### src/sv/assert_macros.svh
// ----------------------------------------------------------------------------
// assert_macros.svh
// Shared concurrent assertion macros; clocked on clk, disabled while arst_n is low.
// ----------------------------------------------------------------------------
`ifndef ASSERT_MACROS_SVH
`define ASSERT_MACROS_SVH

// Same-cycle implication.
`define AST_IMPL(lbl, ante, cons, msg) \
	lbl: assert property (@(posedge clk) disable iff (!arst_n) (ante) |-> (cons)) \
		else $error(msg);

// Next-cycle implication.
`define AST_NEXT(lbl, ante, cons, msg) \
	lbl: assert property (@(posedge clk) disable iff (!arst_n) (ante) |=> (cons)) \
		else $error(msg);

`endif

### src/sv/dm4_pkg.sv
// ----------------------------------------------------------------------------
// dm4_pkg
// Types, widths and lane wiring tables for the 4x4 determinant block.
// ----------------------------------------------------------------------------
package dm4_pkg;

	localparam int ENTRY_WIDTH = 12;
	localparam int COLS        = 4;
	localparam int NUM_PAIRS   = 6;
	localparam int M2_WIDTH    = 2 * ENTRY_WIDTH + 1;
	localparam int M3_WIDTH    = 3 * ENTRY_WIDTH + 2;
	localparam int DET_WIDTH   = 4 * ENTRY_WIDTH + 2;

	typedef logic signed [ENTRY_WIDTH-1:0] entry_t;
	typedef logic signed [M2_WIDTH-1:0]    minor2_t;
	typedef logic signed [M3_WIDTH-1:0]    minor3_t;
	typedef logic signed [DET_WIDTH-1:0]   det_t;
	typedef logic [1:0]                    col_idx_t;
	typedef logic [2:0]                    pair_idx_t;

	// row positions
	localparam logic [1:0] ROW_0 = 2'd0;
	localparam logic [1:0] ROW_1 = 2'd1;
	localparam logic [1:0] ROW_2 = 2'd2;
	localparam logic [1:0] ROW_3 = 2'd3;

	// column pairs of the 2x2 minors over rows 0 and 1:
	// (0,1) (0,2) (0,3) (1,2) (1,3) (2,3)
	localparam col_idx_t PAIR_A [NUM_PAIRS] = '{2'd0, 2'd0, 2'd0, 2'd1, 2'd1, 2'd2};
	localparam col_idx_t PAIR_B [NUM_PAIRS] = '{2'd1, 2'd2, 2'd3, 2'd2, 2'd3, 2'd3};

	// 3x3 minor j drops column j; expanded along row 2 as
	// r2[p]*D(q,r) - r2[q]*D(p,r) + r2[r]*D(p,q)
	localparam col_idx_t COF_COL [COLS][3] = '{
		'{2'd1, 2'd2, 2'd3},
		'{2'd0, 2'd2, 2'd3},
		'{2'd0, 2'd1, 2'd3},
		'{2'd0, 2'd1, 2'd2}
	};
	localparam pair_idx_t COF_MIN [COLS][3] = '{
		'{3'd5, 3'd4, 3'd3},
		'{3'd5, 3'd2, 3'd1},
		'{3'd4, 3'd2, 3'd0},
		'{3'd3, 3'd1, 3'd0}
	};

	// Laplace sign along row 3: (-1)^(3+j)
	localparam logic DET_NEG [COLS] = '{1'b1, 1'b0, 1'b1, 1'b0};

endpackage

### src/sv/dm4_cof3.sv
// ----------------------------------------------------------------------------
// dm4_cof3
// One 3x3 minor lane: expands along row 2 using three stored 2x2 minors.
// ----------------------------------------------------------------------------
module dm4_cof3 (
	input  logic             clk,
	input  logic             en,
	input  dm4_pkg::entry_t  e_p,
	input  dm4_pkg::entry_t  e_q,
	input  dm4_pkg::entry_t  e_r,
	input  dm4_pkg::minor2_t m_qr,
	input  dm4_pkg::minor2_t m_pr,
	input  dm4_pkg::minor2_t m_pq,
	output dm4_pkg::minor3_t minor
);
	import dm4_pkg::*;

	minor3_t prod_p;
	minor3_t prod_q;
	minor3_t prod_r;
	minor3_t minor_q;

	assign prod_p = minor3_t'(e_p) * minor3_t'(m_qr);
	assign prod_q = minor3_t'(e_q) * minor3_t'(m_pr);
	assign prod_r = minor3_t'(e_r) * minor3_t'(m_pq);

	always_ff @(posedge clk) begin
		if (en) begin
			minor_q <= prod_p - prod_q + prod_r;
		end
	end

	assign minor = minor_q;

endmodule

### config.mk
export PLATFORM = sky130hd
export DESIGN_NAME = dm4_cof3
export DESIGN_NICKNAME = d
export VERILOG_FILES = /design/src/sv/assert_macros.svh /design/src/sv/dm4_pkg.sv /design/src/sv/dm4_cof3.sv
export SDC_FILE = /design/constraint.sdc
export NUM_CORES = 2
export LEC_CHECK = 0
export ABC_AREA = 1
export BUFFER_PORTS_ARGS = -buffer_cell sky130_fd_sc_hd__buf_2
export CORE_UTILIZATION = 61
export CTS_CLUSTER_SIZE = 40
export DETAILED_ROUTE_END_ITERATION = 12
export PLACE_DENSITY = 0.79
export SLEW_MARGIN = 20
export SYNTH_ARGS = -nofsm -noshare
export SYNTH_HDL_FRONTEND = slang
export SYNTH_SLANG_ARGS = --single-unit
### constraint.sdc
create_clock -name clk -period 9.6 [get_ports clk]
set_clock_uncertainty 0.1 [all_clocks]
set_input_delay 0.48 -clock clk [delete_from_list [all_inputs] [get_ports clk]]
set_output_delay 0.48 -clock clk [all_outputs]
set_load 0.05 [all_outputs]
==> out/qor.txt <==
final net count = 5259
Die Y = 238 µm
Fmax achieved = 131 MHz
Setup Viol. Count Final = 0
Synth Area in Adders = 0.631
DRT antenna net count = 0
gr usage total = 0.312
Tmin final = 7.61 ns
Root Driver = clkbuf_16
Mapped Nets = 5281
critical path arrival = 7.54 ns
DRT Pass-1 Iters = 6
setup bufs post-CTS = 0
Post-synth top flop = edfxtp_1
core area = 55000 µm²
full die area = 56500 µm²
largest family of logic cells by synthesized area = adder cells
RSZ-0062 raised after global routing = false
CTS resizes = 0
actual slew at the worst max-slew pin = 0.869 ns
first-pass GRT wire length = 136000 µm
multiplexer share of the synthesized area = 0
Synth Register Bits = 38
# port buffers = 150
simple-gate share of the synthesized area = 0.135
setup TNS = 0 ns
slowest stage cell, crit path = fa_1
CTS buffer count = 5
Detailed Place HPWL = 72700 µm
Max Cap Violations = 0
Cell Area, Synth = 33900 µm²
status = finished, final reports clean
Wirelength per Cell = 17.2 µm
row cnt = 86
Cells after Synth = 4035
CTS Sinks = 38
xor/xnor share of the synthesized area = 0.00983
Initial Util = 0.616
critical path required time = 9.53 ns
GPL Wtd Cong = 0.935
Most Frequent Cell on Critical Path = fa_1
CP Launch Type = input port
Period Utilization, post-route = 0.792
final hold viol count = 0
total gr overflow = 0
Largest register FFs = 38
vias in the first global route = 26853
First DRT Iteration DRCs = 1828
Avg Synthesized Cell Area = 8.39 µm²
Ys Warns = 0
post-synth cell types = 37
Pins Over Slew Limit = 0
routed wire length = 82200 µm
synthesis-to-finish area growth = 3.44%
I/O pin total = 151
Crit path largest cell delay = 0.68 ns
Hold Path Class = in2reg
kind of critical path = in2reg
most frequent cells in the layout = inv_1 (1387), nand2_1 (965), fa_1 (958)
Post-synth EDFFs = 38
clock-pin slew on the worst setup and hold paths = 0.06 ns
pin count of the biggest net entering global routing = 39
CTS max path bufs = 2
hold buffers post-CTS = 0
share of cells above drive strength 1 = 0.0543
Compound-Gate Fraction of Synth Area = 0.0165
DRC violations left = 0
DIE WIDTH = 238 µm
CP Capture Type = register
Avg Vias per Cell = 5.24
Rel. slew slack = 0.420
CTS tree = built
DR vias = 24958
crit path max fanout = 25
post-synthesis sequential area ratio = 0.0337
initial antenna violation count = 4
H-Tree Depth = 2
asr flop ratio synth = 0
CP cell instances = buf_2 > nand2_1 > fa_1 > fa_1 > fa_1 > inv_1 > fa_1 > inv_1 > fa_1 > inv_1 > fa_1 > fa_1 > inv_1 > fa_1 > inv_1 > ha_1 > nand2_1 > nand2_1 > a31oi_1 > o21ai_0 > a21oi_1 > nand3_1 > xor2_1
most common cell after layout, fill and taps aside = inv_1
[cell usage after synthesis (2+ instances only)]
| library cell | instances | area, µm² |
|---|---|---|
| a21o_1 | 10 | 75.1 |
| nand3_1 | 32 | 160 |
| clkbuf_1 | 178 | 668 |
| nor3_1 | 4 | 20.0 |
| a21oi_1 | 32 | 160 |
| nand2_2 | 5 | 31.3 |
| edfxtp_1 | 38 | 1140 |
| o21bai_1 | 4 | 30.0 |
| nor2_1 | 105 | 394 |
| o21ai_0 | 26 | 130 |
| nor3_2 | 2 | 20.0 |
| xnor2_1 | 13 | 114 |
| a31oi_1 | 12 | 75.1 |
| o21ai_2 | 3 | 26.3 |
| or2_2 | 40 | 250 |
| ha_1 | 175 | 2190 |
| xor2_1 | 25 | 219 |
| nand2_1 | 965 | 3620 |
| fa_1 | 958 | 19200 |
| nand4_1 | 3 | 18.8 |
| inv_1 | 1387 | 5210 |
| inv_2 | 2 | 7.51 |
| nor2_2 | 2 | 12.5 |
[per-layer routing]
layer | routed length, µm | track usage
met1 | 28900 | 0.374
met2 | 43300 | 0.553
met3 | 3970 | 0.0240
met4 | 5910 | 0.185
met5 | 13 | 0
[kinds of logic after synthesis]
group	count (synthesis)
buffers and inverters	1569
AND/OR/NAND/NOR	1163
adder cells (fa/ha/maj)	1133
AO/OA/AOI/OAI	94
XOR/XNOR	38
flip-flops	38
[cell type report]
| cell class | count | area (µm²) |
|---|---|---|
| inverters | 1389 | 5210 |
| repair buffers | 151 | 758 |
| multi-input cells | 2428 | 26800 |
| clock buffers | 5 | 125 |
| flip-flops and latches | 38 | 1140 |
| clock inverters | 3 | 16.3 |
| well taps | 748 | 936 |
| diodes | 4 | 10.0 |
| fillers | 4550 | 19900 |
[through the flow]
step	utilization	worst slack, ns	cells	cell area (µm²)	hold slack (ns)
global placement	0.634	1.81	4754	34900	0.918
finish	0.637	1.99	4766	35000	0.750
global route	0.637	1.67	4765	35000	0.781
CTS	0.637	2.04	4762	35000	0.763
floorplan	-	2.72	4035	33900	0.492
detailed placement	0.634	1.75	4754	34900	0.922
[worst max-delay path, delay by kind of cell]
kind / cells / cell delay, ns
simple gates: 4 / 0.87
fa+ha+maj: 9 / 4.51
xor+xnor: 1 / 0.17
buf+inv: 6 / 0.70
compound gates: 3 / 0.80
[worst paths after layout]
check / to / from / cells after the start / slack (ns)
worst max-delay path: minor[35] / e_r[0] / 23 / 1.99
worst min-delay path: minor[33] / en / 1 / 0.75
Power is not shown: default switching activity piles up to over one toggle a cycle in this logic, so the estimate is an artifact.
