===== config.mk =====
export PLATFORM = sky130hd
export DESIGN_NAME = dm4_minor2
export DESIGN_NICKNAME = d
export VERILOG_FILES = /design/src/sv/assert_macros.svh /design/src/sv/dm4_pkg.sv /design/src/sv/dm4_minor2.sv
export SDC_FILE = /design/constraint.sdc
export NUM_CORES = 1
export LEC_CHECK = 0
export BUFFER_PORTS_ARGS = -buffer_cell sky130_fd_sc_hd__buf_2
export CAP_MARGIN = 10
export CORE_ASPECT_RATIO = 0.5
export CORE_MARGIN = 5
export CORE_UTILIZATION = 43
export CTS_CLUSTER_DIAMETER = 60
export DETAILED_ROUTE_END_ITERATION = 8
export PLACE_DENSITY = 0.58
export SLEW_MARGIN = 20
export SYNTH_ARGS = -nofsm -noshare
export SYNTH_HDL_FRONTEND = slang
export SYNTH_SLANG_ARGS = --single-unit

===== constraint.sdc =====
create_clock -name clk -period 27.1 [get_ports clk]
set_input_delay 8.13 -clock clk [delete_from_list [all_inputs] [get_ports clk]]
set_output_delay 8.13 -clock clk [all_outputs]
set_load 0.02 [all_outputs]

===== src/sv/assert_macros.svh =====
// ----------------------------------------------------------------------------
// assert_macros.svh
// Shared concurrent assertion macros; clocked on clk, disabled while arst_n is low.
// ----------------------------------------------------------------------------
`ifndef ASSERT_MACROS_SVH
`define ASSERT_MACROS_SVH

// Same-cycle implication.
`define AST_IMPL(lbl, ante, cons, msg) \
	lbl: assert property (@(posedge clk) disable iff (!arst_n) (ante) |-> (cons)) \
		else $error(msg);

// Next-cycle implication.
`define AST_NEXT(lbl, ante, cons, msg) \
	lbl: assert property (@(posedge clk) disable iff (!arst_n) (ante) |=> (cons)) \
		else $error(msg);

`endif


===== src/sv/dm4_pkg.sv =====
// ----------------------------------------------------------------------------
// dm4_pkg
// Types, widths and lane wiring tables for the 4x4 determinant block.
// ----------------------------------------------------------------------------
package dm4_pkg;

	localparam int ENTRY_WIDTH = 12;
	localparam int COLS        = 4;
	localparam int NUM_PAIRS   = 6;
	localparam int M2_WIDTH    = 2 * ENTRY_WIDTH + 1;
	localparam int M3_WIDTH    = 3 * ENTRY_WIDTH + 2;
	localparam int DET_WIDTH   = 4 * ENTRY_WIDTH + 2;

	typedef logic signed [ENTRY_WIDTH-1:0] entry_t;
	typedef logic signed [M2_WIDTH-1:0]    minor2_t;
	typedef logic signed [M3_WIDTH-1:0]    minor3_t;
	typedef logic signed [DET_WIDTH-1:0]   det_t;
	typedef logic [1:0]                    col_idx_t;
	typedef logic [2:0]                    pair_idx_t;

	// row positions
	localparam logic [1:0] ROW_0 = 2'd0;
	localparam logic [1:0] ROW_1 = 2'd1;
	localparam logic [1:0] ROW_2 = 2'd2;
	localparam logic [1:0] ROW_3 = 2'd3;

	// column pairs of the 2x2 minors over rows 0 and 1:
	// (0,1) (0,2) (0,3) (1,2) (1,3) (2,3)
	localparam col_idx_t PAIR_A [NUM_PAIRS] = '{2'd0, 2'd0, 2'd0, 2'd1, 2'd1, 2'd2};
	localparam col_idx_t PAIR_B [NUM_PAIRS] = '{2'd1, 2'd2, 2'd3, 2'd2, 2'd3, 2'd3};

	// 3x3 minor j drops column j; expanded along row 2 as
	// r2[p]*D(q,r) - r2[q]*D(p,r) + r2[r]*D(p,q)
	localparam col_idx_t COF_COL [COLS][3] = '{
		'{2'd1, 2'd2, 2'd3},
		'{2'd0, 2'd2, 2'd3},
		'{2'd0, 2'd1, 2'd3},
		'{2'd0, 2'd1, 2'd2}
	};
	localparam pair_idx_t COF_MIN [COLS][3] = '{
		'{3'd5, 3'd4, 3'd3},
		'{3'd5, 3'd2, 3'd1},
		'{3'd4, 3'd2, 3'd0},
		'{3'd3, 3'd1, 3'd0}
	};

	// Laplace sign along row 3: (-1)^(3+j)
	localparam logic DET_NEG [COLS] = '{1'b1, 1'b0, 1'b1, 1'b0};

endpackage


===== src/sv/dm4_minor2.sv =====
// ----------------------------------------------------------------------------
// dm4_minor2
// One 2x2 minor lane: r0[a]*r1[b] - r0[b]*r1[a], registered on row 1.
// ----------------------------------------------------------------------------
module dm4_minor2 (
	input  logic             clk,
	input  logic             en,
	input  dm4_pkg::entry_t  r0_a,
	input  dm4_pkg::entry_t  r0_b,
	input  dm4_pkg::entry_t  r1_a,
	input  dm4_pkg::entry_t  r1_b,
	output dm4_pkg::minor2_t minor
);
	import dm4_pkg::*;

	minor2_t prod_ab;
	minor2_t prod_ba;
	minor2_t minor_q;

	assign prod_ab = minor2_t'(r0_a) * minor2_t'(r1_b);
	assign prod_ba = minor2_t'(r0_b) * minor2_t'(r1_a);

	always_ff @(posedge clk) begin
		if (en) begin
			minor_q <= prod_ab - prod_ba;
		end
	end

	assign minor = minor_q;

endmodule


==> metrics <==
run status=completed; type of origin of the critical path=primary input; signed area change from the synthesized netlist to the final layout=5.93%; Mapped Nets=1805; number of hold buffers added after CTS=0; post-synthesis instance area=0.0128 mm²; Hold/Removal Path Class=in -> reg; fin crit share=53.0%; number of design rule violations left after detail routing=0; ratio of cells with drive above 1 in the final layout=5.83%; number of buffers inserted during clock tree synthesis=3; proportion of netlist area held by the largest area contributor=50.9%; area inside the core boundary=0.0292 mm²; postcts setup bufs=0; Inst Count DP=1741; RSZ-0062 raised after global routing=false; height of the die=132 µm; antenna cell count=0; total number of nets in the final design=1835; Root Buffer=sky130_fd_sc_hd__clkbuf_16; DR iter-0 viols=345; detailed-route wire length=28100 µm; EDFF count, synth=25; first-pass GRT wire length=48300 µm; actual slew at the worst max-slew pin=0.756 ns; clock tree buffer depth=2; CTS tree=yes; dominant cell type by area after synthesis=sky130_fd_sc_hd__fa_1; pin count of the biggest net entering global routing=26; PortBufs=74; WL met1=11900 µm; peak per-stage delay on the critical path=0.63 ns; post-DP HPWL=25400 µm; fin cells=1745; FP Rows=44; effective utilization at floorplan=43.8%; routed wirelength normalized by instance count=16.1 µm; number of max-cap violations=0; type of the worst setup path=in -> reg; number of flip-flops in the largest register=25; Post-Syn Instances=1325; Hold Fails Final Rpt=0; Seq cells post-synth=25; most frequently used cell type in the post-synthesis netlist=sky130_fd_sc_hd__inv_1; final max-slew violation count=0; Placer Congestion=0.906; maximum net fanout on the critical path=13; part of the Yosys area used for sequential elements=5.87%; cells resized by post-CTS repair=0; Top Ports=75; residual overflow from global routing=0; overall via count from detail_route=8507; CP Cell Sequence=buf_2 > nand2_1 > inv_1 > fa_1 > fa_1 > inv_1 > fa_1 > fa_1 > fa_1 > fa_1 > inv_1 > fa_1 > inv_1 > ha_1 > o211ai_1 > a21o_1 > o21ai_0 > o21ba_1 > or4b_1 > o2111ai_1; cell seen most often among critical-path stages=sky130_fd_sc_hd__fa_1; Die Area=0.0335 mm²; number of sinks handled by clock tree synthesis=25; Routed Antenna Nets=0; highest-delay cell along the critical path=sky130_fd_sc_hd__fa_1; number of buffer and inverter stages on the critical path=5; count of warnings emitted by yosys=0; length of the first detailed-routing pass in iterations=6; Tot GR Track Use=17.9%; register clock-pin slew on the reported worst setup and hold paths=0.07 ns; cell family with most CP delay=adder cells; metal3 WL=966 µm; post-route setup TNS=0 ns; Chip Width=254 µm; length of routed met2 wiring=14700 µm; critical path data arrival time=14.46 ns; vias per cell=4.88; cell types with the highest counts after synthesis=sky130_fd_sc_hd__inv_1, sky130_fd_sc_hd__fa_1, sky130_fd_sc_hd__and2_1; final-report setup violation count=0; top area cells in the synthesized netlist=sky130_fd_sc_hd__fa_1, sky130_fd_sc_hd__inv_1, sky130_fd_sc_hd__ha_1; critical path data required time=27.21 ns; vias in the first global route=9511; maximum level of the CTS H-tree=1; Crit. End Element=flip-flop; final period demand of the worst path=14.35 ns; uppermost routed layer=met5; Syn Area/Cell=9.65 µm²; post-synth cell types=37; share of flip-flops with an asynchronous set or reset=0%; commonest register cell after synthesis=sky130_fd_sc_hd__edfxtp_1; achievable clock frequency=69.7 MHz; initial antenna violation count=2; Relative slew margins=48.3%
==> per-stage QoR <==
| stage | hold slack, ns | setup slack [ns] | util (%) | cell area, µm² |
|---|---|---|---|---|
| after detailed placement | 8.57 | 12.50 | 46.2 | 13500 |
| final | 8.42 | 12.75 | 46.4 | 13500 |
| after floorplan | 8.24 | 12.98 | - | 12800 |
| after global placement | 8.58 | 12.64 | 46.2 | 13500 |
| after CTS | 8.42 | 12.78 | 46.4 | 13500 |
| after global routing | 8.44 | 12.44 | 46.4 | 13500 |
==> kinds of logic after synthesis <==
family	share of synthesized area, %
xor+xnor	2.81
simple gates	13.7
compound gates	3.71
flops	5.87
mux	0.0783
fa+ha+maj	61.1
buf+inv	12.7
==> metal layers <==
metal  GRT usage (%)  up-vias
met5               0        -
met4            2.26        4
met3            2.17       30
met2            31.9      144
met1            24.3     4465
li1                -     3864
==> cell usage in the layout (no fill, tap or decap), types with 2 or more instances in the layout <==
cell type,count
sky130_fd_sc_hd__a211oi_1,4
sky130_fd_sc_hd__a221oi_1,3
sky130_fd_sc_hd__xor2_1,8
sky130_fd_sc_hd__xnor2_1,33
sky130_fd_sc_hd__buf_2,74
sky130_fd_sc_hd__a31oi_1,2
sky130_fd_sc_hd__and3_1,3
sky130_fd_sc_hd__nand3_1,4
sky130_fd_sc_hd__o2111ai_1,2
sky130_fd_sc_hd__edfxtp_1,25
sky130_fd_sc_hd__o21ai_0,10
sky130_fd_sc_hd__a21o_1,10
sky130_fd_sc_hd__o21a_1,5
sky130_fd_sc_hd__nand2b_1,9
sky130_fd_sc_hd__o211ai_1,4
sky130_fd_sc_hd__nor2b_1,14
sky130_fd_sc_hd__and2_1,171
sky130_fd_sc_hd__nor3_1,7
sky130_fd_sc_hd__o21bai_1,5
sky130_fd_sc_hd__clkbuf_16,3
sky130_fd_sc_hd__or4b_1,2
sky130_fd_sc_hd__nor2_1,11
sky130_fd_sc_hd__ha_1,105
sky130_fd_sc_hd__a211o_1,2
sky130_fd_sc_hd__fa_1,325
sky130_fd_sc_hd__a21oi_1,16
sky130_fd_sc_hd__nand2_1,103
sky130_fd_sc_hd__inv_1,383
==> worst paths after layout <==
kind	startpoint	to	slack, ns	cells after the start
worst min-delay path	en	minor[24]$_DFFE_PP_	8.42	1
worst max-delay path	r1_a[0]	minor[22]$_DFFE_PP_	12.75	20
==> final cells by class <==
class | instances | area (µm²)
clock buffers | 3 | 75.1
clock inverters | 1 | 7.51
well taps | 391 | 489
fillers | 2820 | 15600
inverters | 383 | 1440
flip-flops and latches | 25 | 751
multi-input cells | 868 | 10400
repair buffers | 74 | 370
Power is not shown: default switching activity piles up to over one toggle a cycle in this logic, so the estimate is an artifact.
