$ cat src/sv/assert_macros.svh
// ----------------------------------------------------------------------------
// assert_macros.svh
// Shared concurrent assertion macros; clocked on clk, disabled while arst_n is low.
// ----------------------------------------------------------------------------
`ifndef ASSERT_MACROS_SVH
`define ASSERT_MACROS_SVH

// Same-cycle implication.
`define AST_IMPL(lbl, ante, cons, msg) \
	lbl: assert property (@(posedge clk) disable iff (!arst_n) (ante) |-> (cons)) \
		else $error(msg);

// Next-cycle implication.
`define AST_NEXT(lbl, ante, cons, msg) \
	lbl: assert property (@(posedge clk) disable iff (!arst_n) (ante) |=> (cons)) \
		else $error(msg);

`endif

$ cat src/sv/dm4_pkg.sv
// ----------------------------------------------------------------------------
// dm4_pkg
// Types, widths and lane wiring tables for the 4x4 determinant block.
// ----------------------------------------------------------------------------
package dm4_pkg;

	localparam int ENTRY_WIDTH = 12;
	localparam int COLS        = 4;
	localparam int NUM_PAIRS   = 6;
	localparam int M2_WIDTH    = 2 * ENTRY_WIDTH + 1;
	localparam int M3_WIDTH    = 3 * ENTRY_WIDTH + 2;
	localparam int DET_WIDTH   = 4 * ENTRY_WIDTH + 2;

	typedef logic signed [ENTRY_WIDTH-1:0] entry_t;
	typedef logic signed [M2_WIDTH-1:0]    minor2_t;
	typedef logic signed [M3_WIDTH-1:0]    minor3_t;
	typedef logic signed [DET_WIDTH-1:0]   det_t;
	typedef logic [1:0]                    col_idx_t;
	typedef logic [2:0]                    pair_idx_t;

	// row positions
	localparam logic [1:0] ROW_0 = 2'd0;
	localparam logic [1:0] ROW_1 = 2'd1;
	localparam logic [1:0] ROW_2 = 2'd2;
	localparam logic [1:0] ROW_3 = 2'd3;

	// column pairs of the 2x2 minors over rows 0 and 1:
	// (0,1) (0,2) (0,3) (1,2) (1,3) (2,3)
	localparam col_idx_t PAIR_A [NUM_PAIRS] = '{2'd0, 2'd0, 2'd0, 2'd1, 2'd1, 2'd2};
	localparam col_idx_t PAIR_B [NUM_PAIRS] = '{2'd1, 2'd2, 2'd3, 2'd2, 2'd3, 2'd3};

	// 3x3 minor j drops column j; expanded along row 2 as
	// r2[p]*D(q,r) - r2[q]*D(p,r) + r2[r]*D(p,q)
	localparam col_idx_t COF_COL [COLS][3] = '{
		'{2'd1, 2'd2, 2'd3},
		'{2'd0, 2'd2, 2'd3},
		'{2'd0, 2'd1, 2'd3},
		'{2'd0, 2'd1, 2'd2}
	};
	localparam pair_idx_t COF_MIN [COLS][3] = '{
		'{3'd5, 3'd4, 3'd3},
		'{3'd5, 3'd2, 3'd1},
		'{3'd4, 3'd2, 3'd0},
		'{3'd3, 3'd1, 3'd0}
	};

	// Laplace sign along row 3: (-1)^(3+j)
	localparam logic DET_NEG [COLS] = '{1'b1, 1'b0, 1'b1, 1'b0};

endpackage

$ cat src/sv/dm4_merge.sv
// ----------------------------------------------------------------------------
// dm4_merge
// Combines row 3 with the four 3x3 minors and holds the result for output.
// ----------------------------------------------------------------------------
module dm4_merge (
	input  logic             clk,
	input  logic             arst_n,
	input  logic             load,
	input  dm4_pkg::entry_t  row3  [dm4_pkg::COLS],
	input  dm4_pkg::minor3_t minor [dm4_pkg::COLS],
	output dm4_pkg::det_t    det_value,
	output logic             out_valid,
	input  logic             out_ready
);
	import dm4_pkg::*;

	det_t sum;
	det_t prod;
	det_t det_q;
	logic valid_q;

	always_comb begin
		sum  = '0;
		prod = '0;
		for (int j = 0; j < COLS; j++) begin
			prod = det_t'(row3[j]) * det_t'(minor[j]);
			if (DET_NEG[j]) begin
				sum = sum - prod;
			end else begin
				sum = sum + prod;
			end
		end
	end

	always_ff @(posedge clk) begin
		if (load) begin
			det_q <= sum;
		end
	end

	always_ff @(posedge clk or negedge arst_n) begin
		if (!arst_n) begin
			valid_q <= 1'b0;
		end else if (load) begin
			valid_q <= 1'b1;
		end else if (out_ready) begin
			valid_q <= 1'b0;
		end
	end

	assign det_value = det_q;
	assign out_valid = valid_q;

endmodule

$ cat config.mk
export PLATFORM = sky130hd
export DESIGN_NAME = dm4_merge
export DESIGN_NICKNAME = d
export VERILOG_FILES = /design/src/sv/assert_macros.svh /design/src/sv/dm4_pkg.sv /design/src/sv/dm4_merge.sv
export SDC_FILE = /design/constraint.sdc
export NUM_CORES = 2
export LEC_CHECK = 0
export BUFFER_PORTS_ARGS = -buffer_cell sky130_fd_sc_hd__buf_2
export CORE_ASPECT_RATIO = 0.7
export CORE_MARGIN = 3
export CORE_UTILIZATION = 40
export CTS_CLUSTER_DIAMETER = 150
export DETAILED_ROUTE_END_ITERATION = 8
export PLACE_DENSITY = 0.6
export RECOVER_POWER = 50
export SYNTH_ARGS = -nofsm -noshare
export SYNTH_HDL_FRONTEND = slang
export SYNTH_SLANG_ARGS = --single-unit
$ cat constraint.sdc
create_clock -name clk -period 0.8 [get_ports clk]
set_clock_uncertainty 0.1 [all_clocks]
set_input_delay 0.04 -clock clk [delete_from_list [all_inputs] [get_ports clk]]
set_output_delay 0.04 -clock clk [all_outputs]
set_load 0.005 [all_outputs]
==> results.cfg <==
[outcome]
status = finished, violations left
violations = negative setup slack

[synth]
synth_warnings = 0
synth_flop_cell = edfxtp_1
avgSynthCellArea_um2 = 9.38
async_flop_share_pct = 1.96
synth_area_um2 = 63400
synth_edf_count = 50
syn_inst = 6758
synth.largest_area_cell = fa_1
ys_seq_area_share_pct = 2.41
yosysUniqueCellTypes = 51
yosys-top-cells-area = fa_1 (60%), inv_1 (12%), and2_1 (7.8%)
mappedNetlistNets = 9172
ys_seq_elements = 51
synth_top_cell_area_share_pct = 59.6

[final_layout]
fillers = 14500
drive_gt1_share_pct = 19.9
regArea_um2 = 1530
layout_common_cells = inv_1 (1925), fa_1 (1779), nand2_1 (877)
finalInstanceArea_um2 = 76600
fin_nets = 9882
syn_to_final_growth_pct = 20.9
multi_input_area_um2 = 55000
layout_commonest_cell = inv_1
instances_no_fill = 9590

[global_route]
grt_pass1_wl_um = 282000
grtUsageTotal_pct = 22.5
grt_pass1_vias = 50200
grt_max_degree = 41
antenna_found_initial = 41
gr-total-overflow = 0

[floorplan]
dieArea_um2 = 163000
num_rows = 121
dieHeight_um = 339
start_util_pct = 40.5
coreArea_um2 = 156000
boundaryPins = 255
die_w_um = 482

[flow_run]
drv_cap = 0

[cts]
clock-sinks = 51
clock_latency_ns = 0.35
cts_tree = built
htreeDepth = 2
cts_buffer_depth = 2
cts_root_buffer = clkbuf_16
clk_pin_slew_ns = 0.08
cts_made_buffers = 5

[setup_path]
reg2reg_slack_ns = 0.05
critical_path_class = in2reg
crit_slowest_cell = fa_2
arrival_ns = 7.45
cpPeakStageDelay_ns = 0.61
crit_top_cell = fa_2
start_kind = input pin
worstPathRequired_ns = 0.81
reg2reg_depth = 1
end_kind = flop
path_max_fanout = 8
r2r-start = out_valid$_DFFE_PN0P_
r2r-end = out_valid$_DFFE_PN0P_

[sta]
fmax_mhz = 134
finalCritPeriodShare_pct = 930
finalHoldViolCount = 0
slew-limit-headroom_pct = 66.8
period_minus_slack_ns = 7.44
finalSetupViolCount = 101
final_max_slew_viol_count = 0
worst_pin_slew_ns = 0.499
hold_slack_ns = 0.123
worst_slack_ns = -6.64
grt_setup_unrepaired = yes

[route]
vias_per_cell = 4.68
top_layer_used = met5
drc = 0
drt_iter0_drc = 2479
final_antenna_net_count = 0
drt-met1-wl_um = 70700
wirelength_um = 177000
dr_total_vias = 44900
route.met2.wl_um = 93700
route.met3.wl_um = 9480
drt-pass1-iter-count = 6
wl_per_cell_um = 18.5

[hold_path]
hold_depth = 2
hold_end = det_value[9]$_DFFE_PP_
hold_start = load
hold_class = in2reg

[placement]
placedCellCount = 9432
port_buffers = 254
place_area_um2 = 72400
gp_congestion = 0.895
detailed_place_hpwl_um = 156000
[routing by layer]
layer,vias to the layer above,track usage (%)
li1,20100,-
met1,23700,29.2
met2,1000,40.3
met3,169,3.09
met4,8,3.88
met5,-,0
[critical path, delay by kind of cell]
family,cells,cell delay (ns)
XOR/XNOR,1,0.08
buffers and inverters,8,0.92
AO/OA/AOI/OAI,5,0.99
AND/OR/NAND/NOR,3,0.56
adder cells (fa/ha/maj),10,4.80
[cell type report]
| class | instances | area share (%) |
|---|---|---|
| Antenna cell | 30 | 0.0980 |
| Inverter | 1986 | 9.76 |
| Clock buffer | 5 | 0.163 |
| Tap cell | 2091 | 3.41 |
| Clock inverter | 3 | 0.0882 |
| Multi-Input combinational cell | 4371 | 71.8 |
| Timing Repair Buffer | 1053 | 12.7 |
| Sequential cell | 51 | 1.99 |
[cell families (layout without fill, tap and decap cells)]
kind of cell / Yosys count / count (layout) / share of synthesized area (%)
compound gates: 149 / 149 / 1.54
xor+xnor: 90 / 90 / 1.24
fa+ha+maj: 2210 / 2210 / 66.0
buf+inv: 2336 / 3047 / 13.8
flops: 51 / 51 / 2.41
other cells: 0 / 30 / 0
simple gates: 1922 / 1922 / 15.0
[cells in the mapped netlist (all sizes together) (2+ instances only)]
master	number
inv	1984
fa	1887
nand2	911
and2	791
clkbuf	347
ha	323
nor2	97
xnor2	71
nand2b	51
edfxtp	50
a21oi	47
nor2b	39
o21ai	30
a21o	25
xor2	19
o21bai	11
a31oi	8
nand3	8
nor3	7
nand4	6
o21a	6
o2111ai	5
a211oi	4
buf	3
a21boi	2
and4	2
clkinv	2
nand3b	2
nor4	2
o211ai	2
o31ai	2
or2	2
or3	2
[what timing repair did]
| action | in CTS | in global routing |
|---|---|---|
| gates cloned | 20 | 4 |
| buffers inserted | 52 | 45 |
| pin swaps | 234 | 191 |
| hold buffers | 3 | 0 |
| endpoints found under the hold margin | 2 | 0 |
| setup endpoints to repair | 101 | 101 |
| gates resized for setup | 415 | 270 |
[metrics by stage]
| stage | worst slack (ns) | setup TNS, ns | util [%] |
|---|---|---|---|
| after global placement | -7.36 | -320.77 | 46.3 |
| after floorplan | -6.55 | -278.73 | - |
| final | -6.64 | -298.58 | 49.0 |
| after global routing | -6.76 | -307.88 | 49.0 |
| after CTS | -6.51 | -295.31 | 48.0 |
| after detailed placement | -7.35 | -323.17 | 46.3 |
[how the worst max path moves through the flow]
stage,slack [ns],to,from
5_1_grt,-6.76,det_value[39]$_DFFE_PP_,row3[40]
3_3_place_gp,-7.36,det_value[44]$_DFFE_PP_,row3[2]
3_5_place_dp,-7.35,det_value[44]$_DFFE_PP_,row3[2]
4_1_cts,-6.51,det_value[47]$_DFFE_PP_,row3[42]
2_1_floorplan,-6.55,det_value[44]$_DFFE_PP_,row3[23]
6_report,-6.64,det_value[39]$_DFFE_PP_,row3[26]
[flip-flops by register name, summed over array words and instances, names as in the netlist]
signal,count
out_valid,1
det_value,50
Power is not shown: default switching activity piles up to over one toggle a cycle in this logic, so the estimate is an artifact.
